## src/hdl/msf_pkg.sv

```systemverilog
// Shared types, widths and helpers of the moving average speed filter.
// No dependencies; imported by every module of the block.
package msf_pkg;

  localparam int DISP_W  = 32;            // Q24.8 displacement and results
  localparam int STEP_W  = 16;            // Q8.8 time step
  localparam int ALPHA_W = 17;            // Q1.16 gain, one included
  localparam int SUM_W   = 40;            // running speed sum
  localparam int ERR_W   = 41;            // residual before scaling
  localparam int FILL_OUT_W = 5;

  localparam int MUL_A_W = 40;            // multiplicand magnitude
  localparam int MUL_B_W = 17;            // multiplier, one bit per cycle
  localparam int MUL_P_W = MUL_A_W + MUL_B_W;
  localparam int DIV_N_W = 40;            // dividend magnitude
  localparam int DIV_D_W = 16;            // divisor

  localparam int SAT_IN_W = 48;

  localparam logic [ALPHA_W-1:0] ALPHA_ONE   = 17'h10000;
  localparam logic [ALPHA_W-1:0] ALPHA_RESET = 17'h08000;

  typedef enum logic [2:0] {
    ST_IDLE,
    ST_DROP,
    ST_SPEED,
    ST_UPD,
    ST_ERR,
    ST_FILT,
    ST_OUT
  } msf_state_e;

  // window store commands from the sequencer
  typedef struct packed {
    logic rd;      // read oldest entry
    logic drop;    // retire oldest entry when full
    logic push;    // store new speed
    logic prime;   // restart window with one speed
  } win_cmd_t;

  // sign plus magnitude to saturated two's complement
  function automatic logic [DISP_W-1:0] sat_mag(input logic neg,
                                                input logic [SAT_IN_W-1:0] mag);
    logic [DISP_W-1:0] res;
    if (!neg) begin
      res = (mag > 48'h0000_7FFF_FFFF) ? 32'h7FFF_FFFF : mag[DISP_W-1:0];
    end else begin
      res = (mag > 48'h0000_8000_0000) ? 32'h8000_0000 : (~mag[DISP_W-1:0] + 32'd1);
    end
    return res;
  endfunction

endpackage

```

## src/hdl/msf_mul.sv

```systemverilog
// Bit-serial shift-add multiplier, one multiplier bit per cycle.
// Depends on msf_pkg.
module msf_mul (
  input  logic                          clk_i,
  input  logic                          rst_ni,
  input  logic                          start_i,
  input  logic [msf_pkg::MUL_A_W-1:0]   a_i,
  input  logic [msf_pkg::MUL_B_W-1:0]   b_i,
  output logic                          busy_o,
  output logic [msf_pkg::MUL_P_W-1:0]   p_o
);
  import msf_pkg::*;

  localparam int CNT_W = $clog2(MUL_B_W + 1);

  logic [MUL_A_W-1:0] a_q;
  logic [MUL_B_W-1:0] b_q;
  logic [MUL_P_W-1:0] p_q;
  logic [CNT_W-1:0]   cnt_q;
  logic [MUL_A_W:0]   acc;

  // add into the upper half, then shift the product right
  assign acc = {1'b0, p_q[MUL_P_W-1:MUL_B_W]} + (b_q[0] ? {1'b0, a_q} : '0);

  always_ff @(posedge clk_i or negedge rst_ni) begin
    if (!rst_ni) begin
      cnt_q <= '0;
    end else if (start_i) begin
      cnt_q <= CNT_W'(MUL_B_W);
    end else if (cnt_q != '0) begin
      cnt_q <= cnt_q - 1'b1;
    end
  end

  always_ff @(posedge clk_i) begin
    if (start_i) begin
      a_q <= a_i;
      b_q <= b_i;
      p_q <= '0;
    end else if (cnt_q != '0) begin
      b_q <= {1'b0, b_q[MUL_B_W-1:1]};
      p_q <= {acc, p_q[MUL_B_W-1:1]};
    end
  end

  assign busy_o = (cnt_q != '0);
  assign p_o    = p_q;

endmodule

```

## src/hdl/msf_div.sv

```systemverilog
// Restoring divider, one quotient bit per cycle, unsigned operands.
// Depends on msf_pkg.
module msf_div (
  input  logic                          clk_i,
  input  logic                          rst_ni,
  input  logic                          start_i,
  input  logic [msf_pkg::DIV_N_W-1:0]   n_i,
  input  logic [msf_pkg::DIV_D_W-1:0]   d_i,
  output logic                          busy_o,
  output logic [msf_pkg::DIV_N_W-1:0]   q_o
);
  import msf_pkg::*;

  localparam int CNT_W = $clog2(DIV_N_W + 1);

  logic [DIV_N_W-1:0] n_q;   // dividend bits out, quotient bits in
  logic [DIV_D_W-1:0] r_q;
  logic [DIV_D_W-1:0] d_q;
  logic [CNT_W-1:0]   cnt_q;
  logic [DIV_D_W:0]   trial;
  logic [DIV_D_W:0]   diff;
  logic               fits;

  assign trial = {r_q, n_q[DIV_N_W-1]};
  assign diff  = trial - {1'b0, d_q};
  assign fits  = (trial >= {1'b0, d_q});

  always_ff @(posedge clk_i or negedge rst_ni) begin
    if (!rst_ni) begin
      cnt_q <= '0;
    end else if (start_i) begin
      cnt_q <= CNT_W'(DIV_N_W);
    end else if (cnt_q != '0) begin
      cnt_q <= cnt_q - 1'b1;
    end
  end

  always_ff @(posedge clk_i) begin
    if (start_i) begin
      n_q <= n_i;
      d_q <= d_i;
      r_q <= '0;
    end else if (cnt_q != '0) begin
      n_q <= {n_q[DIV_N_W-2:0], fits};
      r_q <= fits ? diff[DIV_D_W-1:0] : trial[DIV_D_W-1:0];
    end
  end

  assign busy_o = (cnt_q != '0);
  assign q_o    = n_q;

endmodule

```

## src/hdl/msf_win.sv

```systemverilog
// Speed window: ring of the last WINDOW speeds, running sum and fill count.
// Depends on msf_pkg.
module msf_win #(
  parameter int WINDOW = 16
) (
  input  logic                               clk_i,
  input  logic                               rst_ni,
  input  msf_pkg::win_cmd_t                  cmd_i,
  input  logic [msf_pkg::DISP_W-1:0]         speed_i,
  output logic [msf_pkg::SUM_W-1:0]          sum_o,
  output logic [$clog2(WINDOW+1)-1:0]        fill_o
);
  import msf_pkg::*;

  localparam int IDX_W  = (WINDOW > 1) ? $clog2(WINDOW) : 1;
  localparam int FILL_W = $clog2(WINDOW + 1);

  logic [DISP_W-1:0] ring [WINDOW];
  logic [DISP_W-1:0] rd_q;
  logic [SUM_W-1:0]  sum_q;
  logic [FILL_W-1:0] fill_q;
  logic [IDX_W-1:0]  old_q;
  logic [IDX_W-1:0]  new_q;
  logic [IDX_W-1:0]  old_nxt;
  logic [IDX_W-1:0]  new_nxt;
  logic [IDX_W-1:0]  wr_addr;
  logic              wr_en;
  logic              full;
  logic [SUM_W-1:0]  rd_ext;
  logic [SUM_W-1:0]  speed_ext;

  assign full      = (fill_q == FILL_W'(WINDOW));
  assign old_nxt   = (old_q == IDX_W'(WINDOW - 1)) ? '0 : old_q + 1'b1;
  assign new_nxt   = (new_q == IDX_W'(WINDOW - 1)) ? '0 : new_q + 1'b1;
  assign wr_en     = cmd_i.prime | cmd_i.push;
  assign wr_addr   = cmd_i.prime ? '0 : new_nxt;
  assign rd_ext    = {{(SUM_W-DISP_W){rd_q[DISP_W-1]}}, rd_q};
  assign speed_ext = {{(SUM_W-DISP_W){speed_i[DISP_W-1]}}, speed_i};

  // ring storage, registered read of the oldest entry
  always_ff @(posedge clk_i) begin
    if (cmd_i.rd) begin
      rd_q <= ring[old_q];
    end
    if (wr_en) begin
      ring[wr_addr] <= speed_i;
    end
  end

  always_ff @(posedge clk_i or negedge rst_ni) begin
    if (!rst_ni) begin
      sum_q  <= '0;
      fill_q <= '0;
      old_q  <= '0;
      new_q  <= '0;
    end else if (cmd_i.prime) begin
      sum_q  <= speed_ext;
      fill_q <= FILL_W'(1);
      old_q  <= '0;
      new_q  <= '0;
    end else if (cmd_i.drop) begin
      if (full) begin
        sum_q <= sum_q - rd_ext;
        old_q <= old_nxt;
      end
    end else if (cmd_i.push) begin
      sum_q <= sum_q + speed_ext;
      new_q <= new_nxt;
      if (!full) begin
        fill_q <= fill_q + 1'b1;
      end
    end
  end

  assign sum_o  = sum_q;
  assign fill_o = fill_q;

endmodule

```

## src/hdl/moving_average_speed_filter_unit.sv

```systemverilog
// Moving average speed filter: top level with the item sequencer.
// Depends on msf_pkg, msf_mul, msf_div and msf_win.
//
// Each input transaction (displacement Q24.8, time step Q8.8) yields exactly
// one output transaction: the filtered displacement residual, the window
// average speed and the window fill. A zero time step counts as the smallest
// step. The first transaction after reset only primes the window: residual 0,
// average equal to its own speed. Later ones form
//   residual = (1 - alpha) * (residual + step * average - displacement)
// and push the new speed into a WINDOW-deep ring with a running sum; when the
// ring is full the oldest speed is retired. Every quotient truncates toward
// zero and every result saturates to signed 32 bits. All multiplication
// and division runs through one shared bit-serial shift-add multiplier
// and one shared restoring divider (one quotient bit per cycle). The speed
// division and the step*average product run side by side, then the residual
// scaling and the sum/fill division run side by side. One item is in work at
// a time, but the next one is accepted while a finished result still waits
// in the output register. The speed ring has no reset or clearing pass; only
// written entries ever reach the running sum. alpha is to be written only
// while idle, by the user; the block itself does not enforce it. Values
// above one act as one.
module moving_average_speed_filter_unit #(
  parameter int WINDOW = 16
) (
  input  logic        clk_i,
  input  logic        rst_ni,
  // configuration: alpha, unsigned Q1.16
  input  logic        cfg_we_i,
  input  logic [16:0] cfg_wdata_i,
  // input stream
  input  logic        s_axis_tvalid,
  output logic        s_axis_tready,
  input  logic [47:0] s_axis_tdata,   // [31:0] displacement, [47:32] time_step
  // output stream
  output logic        m_axis_tvalid,
  input  logic        m_axis_tready,
  output logic [71:0] m_axis_tdata    // [31:0] filtered_displacement,
                                      // [63:32] average_speed,
                                      // [68:64] window_fill, [71:69] zero
);
  import msf_pkg::*;

  localparam int FILL_W = $clog2(WINDOW + 1);

  msf_state_e state_q, state_d;

  logic [ALPHA_W-1:0] alpha_q;
  logic [ALPHA_W-1:0] alpha_lim;
  logic [ALPHA_W-1:0] one_minus;

  logic [DISP_W-1:0]  disp_q;
  logic [DISP_W-1:0]  speed_q;
  logic [DISP_W-1:0]  filt_q;      // filtered residual state
  logic [DISP_W-1:0]  avg_q;       // average speed state
  logic [ERR_W-1:0]   fd_q;        // residual minus displacement
  logic [ERR_W-1:0]   err_q;

  logic               m_valid_q;
  logic [DISP_W-1:0]  out_filt_q;
  logic [DISP_W-1:0]  out_avg_q;
  logic [FILL_OUT_W-1:0] out_fill_q;

  logic [DISP_W-1:0]  in_disp;
  logic [STEP_W-1:0]  in_step;
  logic [STEP_W-1:0]  step_eff;
  logic [DISP_W-1:0]  disp_abs;
  logic [DISP_W-1:0]  avg_abs;
  logic [ERR_W-1:0]   err_abs;
  logic [SUM_W-1:0]   sum_abs;
  logic [SUM_W-1:0]   prod_mag;
  logic [ERR_W-1:0]   prod_s;

  logic               accept;
  logic               load_out;
  logic               units_idle;
  logic               fill_zero;
  logic [31:0]        fill_ext;

  logic               mul_start, mul_busy;
  logic [MUL_A_W-1:0] mul_a;
  logic [MUL_B_W-1:0] mul_b;
  logic [MUL_P_W-1:0] mul_p;

  logic               div_start, div_busy;
  logic [DIV_N_W-1:0] div_n;
  logic [DIV_D_W-1:0] div_d;
  logic [DIV_N_W-1:0] div_q;

  win_cmd_t           win_cmd;
  logic [SUM_W-1:0]   win_sum;
  logic [FILL_W-1:0]  win_fill;

  // ---------------------------------------------------------------------------
  // input decode and operand shaping
  // ---------------------------------------------------------------------------
  assign in_disp  = s_axis_tdata[31:0];
  assign in_step  = s_axis_tdata[47:32];
  assign step_eff = (in_step == '0) ? STEP_W'(1) : in_step;

  assign disp_abs = in_disp[DISP_W-1] ? (~in_disp + 1'b1) : in_disp;
  assign avg_abs  = avg_q[DISP_W-1] ? (~avg_q + 1'b1) : avg_q;
  assign err_abs  = err_q[ERR_W-1] ? (~err_q + 1'b1) : err_q;
  assign sum_abs  = win_sum[SUM_W-1] ? (~win_sum + 1'b1) : win_sum;

  // step * |average| / 256, signed like the average (step is positive)
  assign prod_mag = mul_p[SUM_W+7:8];
  assign prod_s   = avg_q[DISP_W-1] ? (~{1'b0, prod_mag} + 1'b1) : {1'b0, prod_mag};

  assign alpha_lim = (alpha_q > ALPHA_ONE) ? ALPHA_ONE : alpha_q;
  assign one_minus = ALPHA_ONE - alpha_lim;

  // first pair: speed division and step*average; second pair: residual
  // scaling and sum/fill division
  assign mul_a = (state_q == ST_IDLE) ? {{(MUL_A_W-DISP_W){1'b0}}, avg_abs}
                                      : err_abs[MUL_A_W-1:0];
  assign mul_b = (state_q == ST_IDLE) ? {1'b0, step_eff} : one_minus;
  assign div_n = (state_q == ST_IDLE) ? {disp_abs, 8'h00} : sum_abs;
  assign div_d = (state_q == ST_IDLE) ? step_eff : DIV_D_W'(win_fill);

  assign accept     = s_axis_tvalid & s_axis_tready;
  assign units_idle = !mul_busy && !div_busy;
  assign fill_zero  = (win_fill == '0);
  assign fill_ext   = 32'(win_fill);

  // ---------------------------------------------------------------------------
  // sequencer
  // ---------------------------------------------------------------------------
  always_ff @(posedge clk_i or negedge rst_ni) begin
    if (!rst_ni) begin
      state_q <= ST_IDLE;
    end else begin
      state_q <= state_d;
    end
  end

  always_comb begin
    state_d       = state_q;
    win_cmd       = '0;
    mul_start     = 1'b0;
    div_start     = 1'b0;
    load_out      = 1'b0;
    s_axis_tready = 1'b0;
    case (state_q)
      ST_IDLE: begin
        s_axis_tready = 1'b1;
        if (s_axis_tvalid) begin
          win_cmd.rd = 1'b1;
          mul_start  = 1'b1;
          div_start  = 1'b1;
          state_d    = ST_DROP;
        end
      end
      ST_DROP: begin
        win_cmd.drop = 1'b1;
        state_d      = ST_SPEED;
      end
      ST_SPEED: begin
        if (units_idle) begin
          state_d = ST_UPD;
        end
      end
      ST_UPD: begin
        if (fill_zero) begin
          win_cmd.prime = 1'b1;
          state_d       = ST_OUT;
        end else begin
          win_cmd.push = 1'b1;
          state_d      = ST_ERR;
        end
      end
      ST_ERR: begin
        mul_start = 1'b1;
        div_start = 1'b1;
        state_d   = ST_FILT;
      end
      ST_FILT: begin
        if (units_idle) begin
          state_d = ST_OUT;
        end
      end
      ST_OUT: begin
        if (!m_valid_q || m_axis_tready) begin
          load_out = 1'b1;
          state_d  = ST_IDLE;
        end
      end
      default: begin
        state_d = ST_IDLE;
      end
    endcase
  end

  // ---------------------------------------------------------------------------
  // configuration and filter state
  // ---------------------------------------------------------------------------
  always_ff @(posedge clk_i or negedge rst_ni) begin
    if (!rst_ni) begin
      alpha_q <= ALPHA_RESET;
      filt_q  <= '0;
      avg_q   <= '0;
    end else begin
      if (cfg_we_i) begin
        alpha_q <= cfg_wdata_i;
      end
      if (state_q == ST_UPD && fill_zero) begin
        filt_q <= '0;
        avg_q  <= speed_q;
      end else if (state_q == ST_FILT && units_idle) begin
        filt_q <= sat_mag(err_q[ERR_W-1], SAT_IN_W'(mul_p[MUL_P_W-1:16]));
        avg_q  <= sat_mag(win_sum[SUM_W-1], SAT_IN_W'(div_q));
      end
    end
  end

  // working registers of one item
  always_ff @(posedge clk_i) begin
    if (accept) begin
      disp_q <= in_disp;
    end
    if (state_q == ST_DROP) begin
      fd_q <= {{(ERR_W-DISP_W){filt_q[DISP_W-1]}}, filt_q}
            - {{(ERR_W-DISP_W){disp_q[DISP_W-1]}}, disp_q};
    end
    if (state_q == ST_SPEED && units_idle) begin
      speed_q <= sat_mag(disp_q[DISP_W-1], SAT_IN_W'(div_q));
    end
    if (state_q == ST_UPD) begin
      err_q <= fd_q + prod_s;
    end
  end

  // ---------------------------------------------------------------------------
  // output register
  // ---------------------------------------------------------------------------
  always_ff @(posedge clk_i or negedge rst_ni) begin
    if (!rst_ni) begin
      m_valid_q <= 1'b0;
    end else if (load_out) begin
      m_valid_q <= 1'b1;
    end else if (m_axis_tready) begin
      m_valid_q <= 1'b0;
    end
  end

  always_ff @(posedge clk_i) begin
    if (load_out) begin
      out_filt_q <= filt_q;
      out_avg_q  <= avg_q;
      out_fill_q <= fill_ext[FILL_OUT_W-1:0];
    end
  end

  assign m_axis_tvalid = m_valid_q;
  assign m_axis_tdata  = {3'b000, out_fill_q, out_avg_q, out_filt_q};

  // ---------------------------------------------------------------------------
  // units
  // ---------------------------------------------------------------------------
  msf_mul u_mul (
    .clk_i   (clk_i),
    .rst_ni  (rst_ni),
    .start_i (mul_start),
    .a_i     (mul_a),
    .b_i     (mul_b),
    .busy_o  (mul_busy),
    .p_o     (mul_p)
  );

  msf_div u_div (
    .clk_i   (clk_i),
    .rst_ni  (rst_ni),
    .start_i (div_start),
    .n_i     (div_n),
    .d_i     (div_d),
    .busy_o  (div_busy),
    .q_o     (div_q)
  );

  msf_win #(
    .WINDOW (WINDOW)
  ) u_win (
    .clk_i   (clk_i),
    .rst_ni  (rst_ni),
    .cmd_i   (win_cmd),
    .speed_i (speed_q),
    .sum_o   (win_sum),
    .fill_o  (win_fill)
  );

`ifndef SYNTHESIS
  // a new transaction never lands on a unit still working on the last one
  a_accept_units_idle: assert property (@(posedge clk_i) disable iff (!rst_ni)
    accept |-> units_idle)
    else $error("input accepted while arithmetic units busy");

  // the divider is never started with a zero divisor
  a_div_nonzero: assert property (@(posedge clk_i) disable iff (!rst_ni)
    div_start |-> (div_d != '0))
    else $error("division started by zero");

  // priming only on an empty window
  a_prime_empty: assert property (@(posedge clk_i) disable iff (!rst_ni)
    win_cmd.prime |-> fill_zero)
    else $error("window primed while not empty");

  // fill count stays within the window depth
  a_fill_bound: assert property (@(posedge clk_i) disable iff (!rst_ni)
    win_fill <= FILL_W'(WINDOW))
    else $error("window fill beyond depth");

  // a result appears only out of the result state
  a_out_from_seq: assert property (@(posedge clk_i) disable iff (!rst_ni)
    $rose(m_valid_q) |-> ($past(state_q) == ST_OUT))
    else $error("result raised outside result state");
`endif

endmodule

```

## config.mk

```make
export PLATFORM = sky130hd
export DESIGN_NAME = moving_average_speed_filter_unit
export DESIGN_NICKNAME = d
export VERILOG_FILES = /design/src/hdl/msf_pkg.sv /design/src/hdl/msf_mul.sv /design/src/hdl/msf_div.sv /design/src/hdl/msf_win.sv /design/src/hdl/moving_average_speed_filter_unit.sv
export SDC_FILE = /design/constraint.sdc
export NUM_CORES = 2
export LEC_CHECK = 0
export BUFFER_PORTS_ARGS = -buffer_cell sky130_fd_sc_hd__buf_4
export CAP_MARGIN = 20
export CORE_MARGIN = 5
export CORE_UTILIZATION = 45
export CTS_BUF_LIST = sky130_fd_sc_hd__clkbuf_16
export DETAILED_ROUTE_END_ITERATION = 6
export PLACE_DENSITY_LB_ADDON = 0.08
export SYNTH_ARGS = -nofsm -noshare
export SYNTH_HDL_FRONTEND = slang
export SYNTH_SLANG_ARGS = --single-unit
```

## constraint.sdc

```tcl
create_clock -name clk_i -period 9.5 [get_ports clk_i]
set_input_delay 1.9 -clock clk_i [delete_from_list [all_inputs] [get_ports clk_i]]
set_output_delay 1.9 -clock clk_i [all_outputs]
set_load 0.01 [all_outputs]
```

==> run metrics <==
status=finished, final reports clean; fin. max-slew vios=0; area of the mapped netlist=~0.056 mm^2; HP Start=u_div.r_q[15]; Synth top area share=46.36%; first-pass GRT wire length=between 200000 and 250000 um; Setup-failing EPs final=0; CTS max path bufs=3; R2R Path End=u_win.sum_o[39]; CP max FO=21; sequential-to-total area share from yosys stat=a little under three fifths; Skew-Pair Late Insertion Delay=0.76 ns; drt total wl=166300 um; layout cells sized above 1=11.13%; fin crit period=5.461 ns; power per cell area=330.6 mW/mm^2; largest cells by area after synthesis=edfxtp_1 46%, dfrtp_1 6.6%, ha_1 4.1%; H-tree depth=3; Sequential cell area=0.03099 mm^2; wire per inst=24.41 um; vias in the first global route=approximately 38000; achievable frequency=between 0.15 and 0.2 GHz; Die ar.=0.1315 mm^2; grt total ovfl=0; reg2reg start=speed_q[0]; DR vias=39910; Final #Nets=approximately 5300; hold path depth=2; IO buf count=between 100 and 150; CTS resizes=0; total track usage=between 20% and 30%; Area Overhead vs Synth=12.26%; Primary FF master, synth=edfxtp_1; filler instances=11080; logic gate share of total power=41.8%; P_sw=8.173 mW; initial antenna violation count=6; Mapped Avg Cell Area=~11 um^2; post-synthesis cell type count=86; Final Hold Viols=0; period utilization=57.48%; Clk network pwr share=22.5%; I/O pin count=144; r2r setup slk=4.04 ns; DRC viols=0; CP Class=register to register; crit start category=register; Setup crit end kind=register; leak pwr=about 23 nW; Sw Share=roughly two fifths; setup TNS=0 ns; worst slack, placed=4.063 ns; Initial Util=between 40% and 50%; via/cell ratio=5.860; Std-Cell Core Area=around 0.12 mm^2; Internal=between 10 and 15 mW; Sequential Power Share=35.7%; Worst Tran Pin Value=1.171 ns; Final GP Congestion=0.9172; RSZ-0062 raised after global routing=no; Synth Instances=4999; TritonCTS buffer count=roughly 120; Worst Hold Class=register to register; largest net degree at the start of global routing=121; synthesized flop and latch total=1078; ANT nets after route=0; warnings from Yosys=0; Max VDD drop=0.0002496 V; setup bufs post-CTS=0; Die H=362.7 um; Slew HR=roughly 22%; clock-pin slew on the worst setup and hold paths=~0.060 ns; number of synthesized flops with an enable pin=864; Worst EP arrival=6.09 ns; Endpoint, Worst Hold=u_div.r_q[15]; Worst Path Required=10.13 ns; post-synth top area cell=edfxtp_1; Hold Buf Count CTS=0; fin worst setup slack=4.039 ns; DRT Pass-1 Iters=5; multi-input combinational cell area=0.02370 mm^2; R2R cell count=21; CTS sink cnt=1078; asr flop ratio synth=13.82%; final core occ=50.82%; HPWL Detailed=113300 um; CTS tree=done; die width=362.7 um; Maximum Capacitance Violations=0; row count=approximately 130; clock skew=0.03813 ns; Root Driver=clkbuf_16; 1st-iter DRT viols=~3500
-- sequential cells by signal, indices dropped and copies added, names as in the netlist, 33 cells and up --
| register | flops |
|---|---|
| u_win.ring | 512 |
| u_win.sum_o | 40 |
| u_mul.a_q | 40 |
| fd_q | 33 |
| u_mul.p_o | 49 |
| u_div.q_o | 40 |
| err_q | 41 |
-- worst max-delay path by stage --
| stage | end | cells past startpoint | from |
|---|---|---|---|
| after floorplan | u_div.q_o[36] | 4 | s_axis_tvalid |
| after global placement | u_win.sum_o[34] | 22 | speed_q[0] |
| after detailed placement | u_win.sum_o[39] | 22 | speed_q[0] |
| after CTS | u_win.sum_o[39] | 22 | speed_q[0] |
| after global routing | u_win.sum_o[34] | 22 | speed_q[0] |
| final | u_win.sum_o[39] | 21 | speed_q[0] |
-- power groups by stage --
stage                     Clock (mW)  Sequential, mW  Combinational [mW]
final                           4.67            7.41                8.69
after global routing            4.97            7.51                9.63
after CTS                       4.78            7.40                8.68
after detailed placement           0            7.49                8.63
after global placement             0            7.49                8.59
after floorplan                    0            6.87                6.81
-- kinds of logic after synthesis --
family,synth area share [%]
flip-flops,55.35
AO/OA/AOI/OAI,15.12
buffers and inverters,2.685
adder cells (fa/ha/maj),4.292
multiplexers,5.473
other,0.006700
AND/OR/NAND/NOR,11.54
XOR/XNOR,5.540
-- critical path: stages (launching register included) --
cell and delay [ns]:
edfxtp_1 0.66, inv_1 0.18, ha_1 0.22, nand3b_1 0.20, or3_1 0.51, nand2b_1 0.21, or2_2 0.31, nand2b_1 0.23
nor2_1 0.27, xor2_1 0.18, nor2_1 0.05, a21oi_1 0.18, ha_1 0.35, a21o_1 0.23, a21o_1 0.18, a21oi_1 0.16
o211ai_1 0.10, a41o_1 0.30, a41oi_1 0.24, xnor2_1 0.18, o21ai_1 0.08, a221o_1 0.31
-- per-layer routing --
metal  wire length, um  track usage [%]  vias to the layer above
met5                 0                0                        -
met4              5544            7.610                        0
met3              8218            3.197                      234
met2             79650            41.40                     1060
met1             72870            34.01                    19770
li1                  -                -                    18850
-- synthesized netlist by cell type (all sizes together), types with 20 or more instances --
| master | instances |
|---|---|
| edfxtp | 864 |
| nand2 | 494 |
| a21oi | 428 |
| o21ai | 390 |
| nor2 | 378 |
| clkbuf | 220 |
| xnor2 | 205 |
| ha | 184 |
| xor2 | 149 |
| dfrtp | 148 |
| inv | 130 |
| mux2i | 108 |
| a21o | 90 |
| nor3 | 84 |
| and2 | 72 |
| nand3 | 68 |
| dfxtp | 65 |
| mux4 | 64 |
| a22oi | 57 |
| o31ai | 49 |
| or3 | 49 |
| mux2 | 48 |
| a31oi | 47 |
| o22ai | 46 |
| buf | 43 |
| or4 | 41 |
| a221oi | 35 |
| nand2b | 35 |
| nor4 | 30 |
| nand4 | 27 |
| o41ai | 27 |
| a211oi | 23 |
| and3 | 23 |
| o21a | 21 |
| nor3b | 20 |
-- layout make-up --
cell class	instances	area share (%)
timing repair buffer	216	2.597
tap	1637	3.260
inverter	131	0.7886
antenna	1	0.003983
clock buffer	123	4.899
multi-input combinational	3529	37.71
sequential	1078	49.32
clock inverter	96	1.414
-- layout by cell type (no fill, tap or decap), types with 90 or more instances in the layout --
cell	instances
clkbuf_16	123
a21o_1	90
buf_4	212
a21oi_1	428
edfxtp_1	864
dfrtp_1	143
o21ai_0	327
inv_1	146
nor2_1	361
xnor2_1	205
mux2i_1	108
ha_1	184
nand2_1	491
xor2_1	149
-- per-stage QoR --
| stage | instances | area, um^2 | hold WS, ns | total power, mW |
|---|---|---|---|---|
| floorplan | 5001 | 55980 | 0.4231 | 13.68 |
| detailed placement | 6590 | 58860 | 0.4512 | 16.12 |
| global placement | 6589 | 58850 | 0.4423 | 16.07 |
| global route | 6810 | 62830 | 0.4810 | 22.12 |
| CTS | 6809 | 62820 | 0.4612 | 20.86 |
| finish | 6811 | 62830 | 0.4559 | 20.77 |
No activity file was read; power rests on OpenSTA's default activity.
